## config.mk

```make
export PLATFORM = sky130hd
export DESIGN_NAME = stop_wait_frame_receiver_flat
export DESIGN_NICKNAME = d
export VERILOG_FILES = /design/src/rtl/swfr_pkg.sv /design/src/rtl/swfr_rx_if.sv /design/src/rtl/swfr_res_if.sv /design/src/rtl/stop_wait_frame_receiver.sv /design/src/flat_wrapper.sv
export VERILOG_INCLUDE_DIRS = /design/src /design/src/rtl
export SDC_FILE = /design/constraint.sdc
export NUM_CORES = 1
export LEC_CHECK = 0
export BUFFER_PORTS_ARGS = -buffer_cell sky130_fd_sc_hd__buf_2
export CAP_MARGIN = 20
export CORE_ASPECT_RATIO = 1.2
export CORE_UTILIZATION = 36
export CTS_CLUSTER_SIZE = 10
export DETAILED_ROUTE_END_ITERATION = 7
export SYNTH_ARGS = -nofsm -noshare
export SYNTH_HDL_FRONTEND = slang
export SYNTH_SLANG_ARGS = --single-unit
```

## constraint.sdc

```tcl
create_clock -name clk -period 7.05 [get_ports clk]
set_input_delay 0.705 -clock clk [delete_from_list [all_inputs] [get_ports clk]]
set_output_delay 0.705 -clock clk [all_outputs]
set_load 0.005 [all_outputs]
```

## src/rtl/assert_macros.svh

```systemverilog
// ---------------------------------------------------------------------------
// Assertion macros shared by the RTL that checks itself.
// Every macro expects signals named clk and rst in the scope of its use.
// ---------------------------------------------------------------------------
`ifndef ASSERT_MACROS_SVH
`define ASSERT_MACROS_SVH

// Plain property, sampled on clk, muted during reset.
`define SWFR_ASSERT(lbl, prop, msg) \
  lbl: assert property (@(posedge clk) disable iff (rst) (prop)) else $error(msg);

// Same-cycle implication, sampled on clk, muted during reset.
`define SWFR_ASSERT_IMPLIES(lbl, ante, cons, msg) \
  lbl: assert property (@(posedge clk) disable iff (rst) (ante) |-> (cons)) else $error(msg);

`endif

```

## src/rtl/swfr_pkg.sv

```systemverilog
// ---------------------------------------------------------------------------
// swfr_pkg
// Types and constants of the stop-and-wait frame receiver.
// ---------------------------------------------------------------------------
package swfr_pkg;

  localparam int BYTE_W   = 8;
  localparam int LEN_W    = 16;
  localparam int KIND_W   = 2;
  localparam int CFG_AW   = 4;
  localparam int CFG_DW   = 32;

  localparam logic [BYTE_W-1:0] FLAG_BYTE = 8'h7E;
  localparam logic [BYTE_W-1:0] ESC_BYTE  = 8'h7D;
  localparam logic [BYTE_W-1:0] ESC_FLAG  = 8'h5E;
  localparam logic [BYTE_W-1:0] ESC_ESC   = 8'h5D;
  localparam logic [BYTE_W-1:0] RR_BASE   = 8'h05;
  localparam logic [BYTE_W-1:0] REJ_BASE  = 8'h01;

  localparam logic [BYTE_W-1:0] ADDR_RESET = 8'h03;
  localparam logic [BYTE_W-1:0] SEQ0_RESET = 8'h00;
  localparam logic [BYTE_W-1:0] SEQ1_RESET = 8'h40;

  localparam logic [LEN_W-1:0] LEN_MAX = '1;

  // Register indexes (paddr[3:2]).
  typedef enum logic [1:0] {
    REG_ADDRESS = 2'd0,
    REG_SEQ0    = 2'd1,
    REG_SEQ1    = 2'd2,
    REG_NONE    = 2'd3
  } reg_idx_t;

  typedef enum logic [KIND_W-1:0] {
    RES_PAYLOAD = 2'd0,
    RES_ACCEPT  = 2'd1,
    RES_REJECT  = 2'd2,
    RES_SEQ     = 2'd3
  } res_kind_t;

  typedef enum logic [5:0] {
    PH_HUNT = 6'b000001,
    PH_FLAG = 6'b000010,
    PH_ADDR = 6'b000100,
    PH_CTRL = 6'b001000,
    PH_DATA = 6'b010000,
    PH_DROP = 6'b100000
  } phase_t;

  typedef struct packed {
    res_kind_t          kind;
    logic [BYTE_W-1:0]  data;
    logic [LEN_W-1:0]   len;
  } res_word_t;

  function automatic logic [BYTE_W-1:0] rr_code(input logic seq);
    return {seq, RR_BASE[BYTE_W-2:0]};
  endfunction

  function automatic logic [BYTE_W-1:0] rej_code(input logic seq);
    return {seq, REJ_BASE[BYTE_W-2:0]};
  endfunction

endpackage

```

## src/rtl/swfr_rx_if.sv

```systemverilog
// ---------------------------------------------------------------------------
// swfr_rx_if
// Valid/ready channel carrying one raw line byte per word.
// ---------------------------------------------------------------------------
interface swfr_rx_if;
  logic                        valid;
  logic                        ready;
  logic [swfr_pkg::BYTE_W-1:0] rx_byte;

  modport source (output valid, output rx_byte, input ready);
  modport sink   (input valid, input rx_byte, output ready);
endinterface

```

## src/rtl/swfr_res_if.sv

```systemverilog
// ---------------------------------------------------------------------------
// swfr_res_if
// Valid/ready channel carrying one receiver result per word.
// ---------------------------------------------------------------------------
interface swfr_res_if;
  logic                        valid;
  logic                        ready;
  logic [swfr_pkg::KIND_W-1:0] result_type;
  logic [swfr_pkg::BYTE_W-1:0] data_byte;
  logic [swfr_pkg::LEN_W-1:0]  payload_length;

  modport source (output valid, output result_type, output data_byte,
                  output payload_length, input ready);
  modport sink   (input valid, input result_type, input data_byte,
                  input payload_length, output ready);
endinterface

```

## src/rtl/stop_wait_frame_receiver.sv

```systemverilog
// ---------------------------------------------------------------------------
// stop_wait_frame_receiver
// Receive side of a stop-and-wait link: header hunt, byte destuffing,
// BCC2 check and RR/REJ reporting, one line byte per clock while rx.ready is high.
// ---------------------------------------------------------------------------
//
//  channel  | dir | word contents                               | handshake
//  ---------+-----+---------------------------------------------+----------
//  rx       | in  | rx_byte                                     | valid/ready
//  result   | out | result_type, data_byte, payload_length      | valid/ready
//  apb      | in  | address_byte, control_seq0, control_seq1    | psel/penable
//
//  Cycles: one byte per clock unless rx.ready is low; the parser state and
//  any result are both registered at the edge that takes the byte, the result
//  into the output register, or into the skid while the output is held.
//  Reset (rst, synchronous): hunt for an opening flag, expect sequence 0,
//  registers back to address 03, seq0 00, seq1 40.
//  Stalls: a two-word output buffer (output register plus skid) lets rx
//  keep flowing while result is held; rx.ready drops only when both are full.
//
`include "assert_macros.svh"

module stop_wait_frame_receiver (
  input  logic                          clk,
  input  logic                          rst,
  swfr_rx_if.sink                       rx,
  swfr_res_if.source                    result,
  input  logic                          psel,
  input  logic                          penable,
  input  logic                          pwrite,
  input  logic [swfr_pkg::CFG_AW-1:0]   paddr,
  input  logic [swfr_pkg::CFG_DW-1:0]   pwdata,
  output logic [swfr_pkg::CFG_DW-1:0]   prdata,
  output logic                          pready
);

  // ---- configuration registers ------------------------------------------
  logic [swfr_pkg::BYTE_W-1:0] address_byte;
  logic [swfr_pkg::BYTE_W-1:0] control_seq0;
  logic [swfr_pkg::BYTE_W-1:0] control_seq1;
  swfr_pkg::reg_idx_t          reg_idx;
  logic                        cfg_write;

  assign pready    = 1'b1;
  assign reg_idx   = swfr_pkg::reg_idx_t'(paddr[3:2]);
  assign cfg_write = psel && penable && pwrite;

  always_ff @(posedge clk) begin
    if (rst) begin
      address_byte <= swfr_pkg::ADDR_RESET;
      control_seq0 <= swfr_pkg::SEQ0_RESET;
      control_seq1 <= swfr_pkg::SEQ1_RESET;
    end else if (cfg_write) begin
      case (reg_idx)
        swfr_pkg::REG_ADDRESS: address_byte <= pwdata[swfr_pkg::BYTE_W-1:0];
        swfr_pkg::REG_SEQ0:    control_seq0 <= pwdata[swfr_pkg::BYTE_W-1:0];
        swfr_pkg::REG_SEQ1:    control_seq1 <= pwdata[swfr_pkg::BYTE_W-1:0];
        default: ;
      endcase
    end
  end

  always_comb begin
    case (reg_idx)
      swfr_pkg::REG_ADDRESS: prdata = {{(swfr_pkg::CFG_DW-swfr_pkg::BYTE_W){1'b0}}, address_byte};
      swfr_pkg::REG_SEQ0:    prdata = {{(swfr_pkg::CFG_DW-swfr_pkg::BYTE_W){1'b0}}, control_seq0};
      swfr_pkg::REG_SEQ1:    prdata = {{(swfr_pkg::CFG_DW-swfr_pkg::BYTE_W){1'b0}}, control_seq1};
      default:               prdata = '0;
    endcase
  end

  // ---- parser state -----------------------------------------------------
  swfr_pkg::phase_t             phase, phase_next;
  logic [swfr_pkg::BYTE_W-1:0]  seen_control, seen_control_next;
  logic                         expected_seq, expected_seq_next;
  logic                         escape_pending, escape_pending_next;
  logic [swfr_pkg::BYTE_W-1:0]  parity_acc, parity_acc_next;
  logic [swfr_pkg::BYTE_W-1:0]  held_byte, held_byte_next;
  logic                         held_valid, held_valid_next;
  logic [swfr_pkg::LEN_W-1:0]   byte_count, byte_count_next;

  logic                         rx_acc;
  logic                         have_res;
  swfr_pkg::res_word_t          res_new;
  logic                         push_en;
  logic [swfr_pkg::BYTE_W-1:0]  push_val;
  logic [swfr_pkg::BYTE_W-1:0]  b;
  logic [swfr_pkg::BYTE_W-1:0]  want;

  // ---- output buffer ----------------------------------------------------
  swfr_pkg::res_word_t out_word, skid_word;
  logic                out_valid, skid_valid;
  logic                pop, push;

  assign rx.ready = !skid_valid;
  assign rx_acc   = rx.valid && rx.ready;
  assign b        = rx.rx_byte;
  assign want     = expected_seq ? control_seq1 : control_seq0;

  always_comb begin
    phase_next          = phase;
    seen_control_next   = seen_control;
    expected_seq_next   = expected_seq;
    escape_pending_next = escape_pending;
    parity_acc_next     = parity_acc;
    held_byte_next      = held_byte;
    held_valid_next     = held_valid;
    byte_count_next     = byte_count;
    have_res            = 1'b0;
    res_new             = '{kind: swfr_pkg::RES_PAYLOAD, data: '0, len: '0};
    push_en             = 1'b0;
    push_val            = b;

    case (phase)
      swfr_pkg::PH_HUNT: begin
        if (b == swfr_pkg::FLAG_BYTE) phase_next = swfr_pkg::PH_FLAG;
      end
      swfr_pkg::PH_FLAG: begin
        if (b == swfr_pkg::FLAG_BYTE) phase_next = swfr_pkg::PH_FLAG;
        else if (b == address_byte)   phase_next = swfr_pkg::PH_ADDR;
        else                          phase_next = swfr_pkg::PH_HUNT;
      end
      swfr_pkg::PH_ADDR: begin
        if (b == swfr_pkg::FLAG_BYTE) begin
          phase_next = swfr_pkg::PH_FLAG;
        end else if (b == control_seq0 || b == control_seq1) begin
          seen_control_next = b;
          phase_next        = swfr_pkg::PH_CTRL;
        end else begin
          phase_next = swfr_pkg::PH_HUNT;
        end
      end
      swfr_pkg::PH_CTRL: begin
        if (b == swfr_pkg::FLAG_BYTE) begin
          phase_next = swfr_pkg::PH_FLAG;
        end else if (b != (address_byte ^ seen_control)) begin
          // BCC1 mismatch: back to the hunt
          phase_next = swfr_pkg::PH_HUNT;
        end else if (seen_control == want) begin
          phase_next          = swfr_pkg::PH_DATA;
          escape_pending_next = 1'b0;
          parity_acc_next     = '0;
          held_byte_next      = '0;
          held_valid_next     = 1'b0;
          byte_count_next     = '0;
        end else begin
          // duplicate frame: drop it up to its closing flag
          phase_next = swfr_pkg::PH_DROP;
        end
      end
      swfr_pkg::PH_DROP: begin
        if (b == swfr_pkg::FLAG_BYTE) begin
          phase_next = swfr_pkg::PH_HUNT;
          have_res   = 1'b1;
          res_new    = '{kind: swfr_pkg::RES_SEQ,
                         data: swfr_pkg::rr_code(expected_seq), len: '0};
        end
      end
      swfr_pkg::PH_DATA: begin
        if (b == swfr_pkg::FLAG_BYTE) begin
          // closing flag: the held byte is BCC2
          phase_next          = swfr_pkg::PH_HUNT;
          escape_pending_next = 1'b0;
          held_valid_next     = 1'b0;
          have_res            = 1'b1;
          if (!held_valid) begin
            res_new = '{kind: swfr_pkg::RES_REJECT,
                        data: swfr_pkg::rej_code(expected_seq), len: '0};
          end else if (held_byte == parity_acc) begin
            expected_seq_next = !expected_seq;
            res_new = '{kind: swfr_pkg::RES_ACCEPT,
                        data: swfr_pkg::rr_code(!expected_seq), len: byte_count};
          end else begin
            res_new = '{kind: swfr_pkg::RES_REJECT,
                        data: swfr_pkg::rej_code(expected_seq), len: byte_count};
          end
        end else if (escape_pending) begin
          // second byte of an escape; anything but 5E/5D is dropped
          escape_pending_next = 1'b0;
          if (b == swfr_pkg::ESC_FLAG) begin
            push_en  = 1'b1;
            push_val = swfr_pkg::FLAG_BYTE;
          end else if (b == swfr_pkg::ESC_ESC) begin
            push_en  = 1'b1;
            push_val = swfr_pkg::ESC_BYTE;
          end
        end else if (b == swfr_pkg::ESC_BYTE) begin
          escape_pending_next = 1'b1;
        end else begin
          push_en = 1'b1;
        end
      end
      default: begin
        phase_next = swfr_pkg::PH_HUNT;
      end
    endcase

    // one-byte delay line: release the previous byte as payload
    if (push_en) begin
      if (held_valid) begin
        have_res        = 1'b1;
        res_new         = '{kind: swfr_pkg::RES_PAYLOAD, data: held_byte, len: '0};
        parity_acc_next = parity_acc ^ held_byte;
        if (byte_count != swfr_pkg::LEN_MAX) byte_count_next = byte_count + 1'b1;
      end
      held_byte_next  = push_val;
      held_valid_next = 1'b1;
    end
  end

  always_ff @(posedge clk) begin
    if (rst) begin
      phase          <= swfr_pkg::PH_HUNT;
      seen_control   <= '0;
      expected_seq   <= 1'b0;
      escape_pending <= 1'b0;
      parity_acc     <= '0;
      held_byte      <= '0;
      held_valid     <= 1'b0;
      byte_count     <= '0;
    end else if (rx_acc) begin
      phase          <= phase_next;
      seen_control   <= seen_control_next;
      expected_seq   <= expected_seq_next;
      escape_pending <= escape_pending_next;
      parity_acc     <= parity_acc_next;
      held_byte      <= held_byte_next;
      held_valid     <= held_valid_next;
      byte_count     <= byte_count_next;
    end
  end

  // ---- output register and skid ------------------------------------------
  assign pop  = out_valid && result.ready;
  assign push = rx_acc && have_res;

  always_ff @(posedge clk) begin
    if (rst) begin
      out_valid  <= 1'b0;
      skid_valid <= 1'b0;
    end else if (pop) begin
      // advance: skid moves up, or a fresh word refills the output
      if (skid_valid) begin
        out_word   <= skid_word;
        skid_valid <= 1'b0;
      end else begin
        out_valid <= push;
        if (push) out_word <= res_new;
      end
    end else if (push) begin
      if (!out_valid) begin
        out_word  <= res_new;
        out_valid <= 1'b1;
      end else begin
        skid_word  <= res_new;
        skid_valid <= 1'b1;
      end
    end
  end

  assign result.valid          = out_valid;
  assign result.result_type    = out_word.kind;
  assign result.data_byte      = out_word.data;
  assign result.payload_length = out_word.len;

  // ---- assertions -------------------------------------------------------
  `SWFR_ASSERT_IMPLIES(a_skid_behind_out, skid_valid, out_valid, "skid full with output empty")
  `SWFR_ASSERT_IMPLIES(a_held_in_data, held_valid, phase == swfr_pkg::PH_DATA, "held byte outside payload")
  `SWFR_ASSERT_IMPLIES(a_len_on_status, result.valid && (out_word.kind == swfr_pkg::RES_PAYLOAD || out_word.kind == swfr_pkg::RES_SEQ), out_word.len == '0, "length on non-status word")
  `SWFR_ASSERT_IMPLIES(a_seq_flip, expected_seq != $past(expected_seq), $past(push && res_new.kind == swfr_pkg::RES_ACCEPT), "sequence flipped without accept")

endmodule

```

## src/flat_wrapper.sv

```systemverilog
// flat-port wrapper written by rule: the top's interface ports become plain ports
module stop_wait_frame_receiver_flat 
  (clk, rst, psel, penable, pwrite, paddr, pwdata, prdata, pready, rx_valid, rx_rx_byte, rx_ready, result_valid, result_result_type, result_data_byte, result_payload_length, result_ready);
  swfr_rx_if rx_i ();
  swfr_res_if result_i ();
  input  logic clk;
  input  logic rst;
  input  logic psel;
  input  logic penable;
  input  logic pwrite;
  input  logic [swfr_pkg::CFG_AW-1:0] paddr;
  input  logic [swfr_pkg::CFG_DW-1:0] pwdata;
  output logic [swfr_pkg::CFG_DW-1:0] prdata;
  output logic pready;
  input wire logic [$bits(rx_i.valid)-1:0] rx_valid;
  input wire logic [$bits(rx_i.rx_byte)-1:0] rx_rx_byte;
  output wire logic [$bits(rx_i.ready)-1:0] rx_ready;
  output wire logic [$bits(result_i.valid)-1:0] result_valid;
  output wire logic [$bits(result_i.result_type)-1:0] result_result_type;
  output wire logic [$bits(result_i.data_byte)-1:0] result_data_byte;
  output wire logic [$bits(result_i.payload_length)-1:0] result_payload_length;
  input wire logic [$bits(result_i.ready)-1:0] result_ready;
  assign rx_i.valid = rx_valid;
  assign rx_i.rx_byte = rx_rx_byte;
  assign rx_ready = rx_i.ready;
  assign result_valid = result_i.valid;
  assign result_result_type = result_i.result_type;
  assign result_data_byte = result_i.data_byte;
  assign result_payload_length = result_i.payload_length;
  assign result_i.ready = result_ready;
  stop_wait_frame_receiver u_core (.clk(clk), .rst(rst), .rx(rx_i), .result(result_i), .psel(psel), .penable(penable), .pwrite(pwrite), .paddr(paddr), .pwdata(pwdata), .prdata(prdata), .pready(pready));
endmodule
```

### Word level (Yosys, flattened, before mapping)

Cells that the tools add are included.

| operators by class | value |
|---|---|
| muxes and demuxes | 70 |
| bitwise logic cells | 5 |
| $add $sub $neg | 1 |
| reductions and logical operators | 30 |
| equal/unequal tests | 32 |

Operators with widths:

| cell | number |
|---|---|
| 26-bit two-way mux | 11 |
| 8-bit two-way mux | 17 |
| 16-bit two-way mux | 7 |
| 26-bit case mux with 2 select lines | 1 |
| 6-bit two-way mux | 7 |
| 8-bit == test | 5 |
| 8-bit by 7-bit == test with 1-bit output, second input constant | 4 |
| 6-bit case mux with 5 select lines | 1 |
| 8-bit case mux with 3 select lines | 1 |
| 1-bit two-way mux | 21 |
| 16-bit by 1-bit adder with 16-bit output, second input constant | 1 |
| 16-bit inequality test, second input constant | 1 |
| 8-bit bitwise XOR | 2 |
| 5-bit AND reduction | 3 |
| 4-bit AND reduction | 3 |
| 2-bit by 1-bit inequality test with 1-bit output, second input constant | 5 |
| 2-bit AND reduction | 5 |
| 2-bit nonzero test | 5 |
| 2-bit inequality test, second input constant | 4 |
| 8-bit inequality test | 1 |
| 6-bit by 1-bit == test with 1-bit output, second input constant | 1 |
| 6-bit by 2-bit == test with 1-bit output, second input constant | 1 |
| 6-bit by 3-bit == test with 1-bit output, second input constant | 1 |
| 6-bit by 4-bit == test with 1-bit output, second input constant | 1 |
| 18 further kinds | 29 |

| storage, ports and cells | value |
|---|---|
| output and inout port bits | 61 |
| input port bits | 51 |
| flip-flop bits (word level) | 127 |

### Longest topological paths before layout

| logic depth | value |
|---|---|
| depth after elaboration | 11 |
| mapped depth | 9 |
| depth with buffers taken out | 7 |

### Worst setup path after synthesis

Ideal clock, no wire load.

| timing | value |
|---|---|
| kind | input port to flip-flop |
| from | input rx_rx_byte[3] |
| to | register u_core.skid_word[0] in the netlist's numbering (enable) |
| cell stages on the path | 7 |
| arrival time | 4.887 ns |
| buffers on the path | 2 |
| data required time | 6.566 ns |
| path slack | 1.679 ns |
| path through | buf_4 nand4_4 o31a_1 nor4b_4 buf_6 o21ai_1 nor4b_1 |

| between the ends | value |
|---|---|
| cells in the longest elaborated chain, start to end | 9 |

RTL lines:

| what | RTL line | text |
|---|---|---|
| start, declared | flat_wrapper.sv:16 | `input wire logic [$bits(rx_i.rx_byte)-1:0] rx_rx_byte;` |
| 8-bit by 7-bit == test with 1-bit output | stop_wait_frame_receiver.sv:183 | `end else if (b == swfr_pkg::ESC_ESC) begin` |
| 1-bit two-way mux | stop_wait_frame_receiver.sv:183 |  |
| 1-bit two-way mux | stop_wait_frame_receiver.sv:180 | `if (b == swfr_pkg::ESC_FLAG) begin` |
| 1-bit two-way mux | stop_wait_frame_receiver.sv:177 | `end else if (escape_pending) begin` |
| 1-bit two-way mux | stop_wait_frame_receiver.sv:160 | `if (b == swfr_pkg::FLAG_BYTE) begin` |
| 1-bit two-way mux | stop_wait_frame_receiver.sv:114 | `case (phase)` |
| 1-bit two-way mux * | stop_wait_frame_receiver.sv:199 | `if (push_en) begin` |
| 1-bit logical AND * | stop_wait_frame_receiver.sv:235 | `assign push = rx_acc && have_res;` |
| 4-bit AND reduction (no line) * | n/a |  |
| end signal, assigned | stop_wait_frame_receiver.sv:255 | `skid_word <= res_new;` |
| end, declared | stop_wait_frame_receiver.sv:91 | `swfr_pkg::res_word_t out_word, skid_word;` |

Mark *: on every way between the ends. The rest lies on a longest branch, timed or not.
A chain may end at the register's enable or synchronous reset.

### Worst setup path in the final report

| timing | value |
|---|---|
| from | input rx_rx_byte[6] |
| to | register u_core.skid_word[5] in the netlist's numbering (enable) |

The elaborated chain is that of the path after synthesis.

==> metrics.txt <==
worst-path cell chain=buf_2 > nand4_4 > o31a_1 > nor4b_4 > buf_4 > o21ai_1 > nor4b_2 > buf_4; Yosys cell types=66; I/O Buffers=60; Finished Layout Cells=1019; relative slew slack=0.357; Hold Crit Class=reg2reg; xor/xnor share of the synthesized area=0.0813; final core utilization=0.423; GPL Wtd Cong=just under 0.8; share of cells above drive strength 1=0.195; most used cell, CP=buf_4; Leak=approximately 2.8 nW; VDD IR max=0.133 mV; Worst-Margin Slew=roughly 0.96 ns; vias per inst=slightly above 5; Seq/Total Area, Yosys=0.440; Total GRT Usage=0.160; ANT cells=0; FF+latch count, synth=approximately 130; CTS tree=yes; first-pass GRT wire length=25000 µm; Min-Delay Startpoint=u_core.escape_pending; most numerous cell in the Yosys netlist=dfxtp_1; Die H=154 µm; initial antenna violation count=0; worst path arrival time=between 2 and 3 ns; worst-path maximum fanout=28; Post-Route WL=15200 µm; r2r endpoint=u_core.parity_acc[5]; Hold WS=roughly 0.5 ns; top_reg_cell synth=dfxtp_1; Remaining DRCs=0; CTS Root Cell=clkbuf_16; largest family of logic cells by synthesized area=simple AND/OR/NAND/NOR gates; Synth Instances=slightly above 700; Fin Clk Skew=0.0113 ns; # hold bufs at CTS=0; worst skew pair latency=0.42 ns; Synth top area share=0.225; vias in the first global route=around 4800; Die Wd=between 100 and 150 µm; crit-path leading delay family=buffers and inverters; Max Fclk=~0.35 GHz; Clock Sinks=127; worst slack, placed=3.04 ns; RSZ-0062 raised after global routing=false; Critical-path top delay cell=nor4b_2; Placed Area=7350 µm²; clock-pin slew on the worst setup and hold paths=0.06 ns; slowest stage delay, CP=roughly 0.37 ns; post-route minimum period=2.85 ns; M1 WL=7140 µm; initial DRC count=around 250; top cells by count, synth=dfxtp_1 (75), edfxtp_1 (52), nand3_1 (50); RR Startpoint=u_core.expected_seq; Final #Nets=802; hold endpoint=u_core.escape_pending; met3 WL=683 µm; area occupied by registers=3060 µm²; total gr overflow=0; Post-DP HPWL=10300 µm; largest net degree at the start of global routing=87; Design Power=approximately 1.7 mW; fill count=1867; Clock Tree Buf Depth=2; P&R area growth vs syn=14.6%; Die ar.=about 20000 µm²; Final Cycle Share=0.404; H-tree lvl count=4; DR vias=approximately 5200; Synth async-reset ratio=0; Syn Area/Cell=9.86 µm²; Highest Signal Layer=met4; drt first pass iters=4; worst hold stages=2; number of max-cap violations=0; number of cells after detailed placement=986; Synth Area in Adders=0.00180; buffer count from post-CTS setup fixing=0; fin. max-slew vios=0; setup ws final=4.20 ns; # resized after CTS=0; multi-input logic area=around 3600 µm²; Hold Fails Final Rpt=0; area leader, netlist=edfxtp_1; Synth Area in Simple Gates=0.202; wire per inst=14.9 µm; Ports=112; post-route antenna net violation count=0; Setup CP Type=in2reg; complex-gate fraction of the synthesized area=0.108; fin area=7970 µm²; mapped cell area=6950 µm²; Ys Warns=0; PwrDens=roughly 220 nW/µm²; core area=18900 µm²; mux cell area share after synthesis=0.101; FP Rows=55; FF-to-FF setup slack=4.24 ns; Finish-stage setup viols=0; Post-synth EDFFs=52; startpoint types=primary input; top post-synthesis cells by area=edfxtp_1 (22%), dfxtp_1 (22%), mux2i_1 (5.8%); WP buf/inv=3; worst-case reg-to-reg path depth=6; CP endpoint kind=flip-flop; worst endpoint required time=7.16 ns; TNS Setup=0 ns; total CTS buffers=17; initial cell density of the core=0.369; status=completed; Routed met2 length=7230 µm
kinds of logic after synthesis:
kind of cell | Yosys count
other cells | 2
flops | 127
simple gates | 253
xor+xnor | 52
fa+ha+maj | 1
buf+inv | 81
mux | 67
compound gates | 122
layer usage:
metal / vias to the layer above / track usage
li1: 2606 / -
met1: 2431 / 0.212
met2: 137 / 0.257
met3: 12 / 0.0387
met4: 0 / 0.0482
met5: - / 0
worst min-delay path: stages, from the launching register on:
cell and delay [ns]:
dfxtp_1 0.33, nand2b_1 0.07, mux2i_1 0.05
state kept, by name, indices dropped and copies added (netlist names), 2 cells and up:
name and cells:
u_core.address_byte 8, u_core.byte_count 16, u_core.control_seq0 8, u_core.control_seq1 8, u_core.held_byte 8, u_core.parity_acc 8, u_core.phase 6, u_core.result.data_byte 8
u_core.result.payload_length 16, u_core.result.result_type 2, u_core.seen_control 8, u_core.skid_word 26
cell type report:
class,count,share of cell area
repair buffers,69,0.0462
clock inverters,15,0.0232
multi-input cells,520,0.446
inverters,15,0.00707
clock buffers,17,0.0534
well taps,256,0.0402
flip-flops and latches,127,0.384
power breakdown:
group	switching, mW	internal [mW]
registers	0.00272	0.761
clock network	0.348	0.561
logic	0.0441	0.0259
total	0.395	1.35
placed cells by master, fill, tap and decap left out, types with 14 or more instances in the layout:
master     Yosys  layout
clkbuf_16      0      17
nor3_1        14      14
conb_1         2      25
edfxtp_1      52      52
nand3_1       50      50
a21oi_1       45      45
o21ai_0       23      23
buf_2          3      60
nor2_1        47      47
xnor2_1       41      41
mux2_2        27      27
a22oi_1       15      15
inv_1         15      15
mux2i_1       40      40
nand2_1       47      47
dfxtp_1       75      75
and3_1        17      17
nand4_1       17      17
how the worst max path moves through the flow:
| stage | startpoint | endpoint | slack [ns] | cells past startpoint |
|---|---|---|---|---|
| after floorplan | rx_rx_byte[3] | u_core.skid_word[0] | 1.68 | 7 |
| after global placement | rx_rx_byte[6] | u_core.skid_word[4] | 3.09 | 8 |
| after detailed placement | rx_rx_byte[6] | u_core.skid_word[4] | 3.04 | 8 |
| after CTS | rx_rx_byte[6] | u_core.skid_word[10] | 3.48 | 8 |
| after global routing | u_core.expected_seq | u_core.parity_acc[5] | 3.98 | 6 |
| final | rx_rx_byte[6] | u_core.skid_word[5] | 4.20 | 8 |
(Power assumes the default switching activity.)
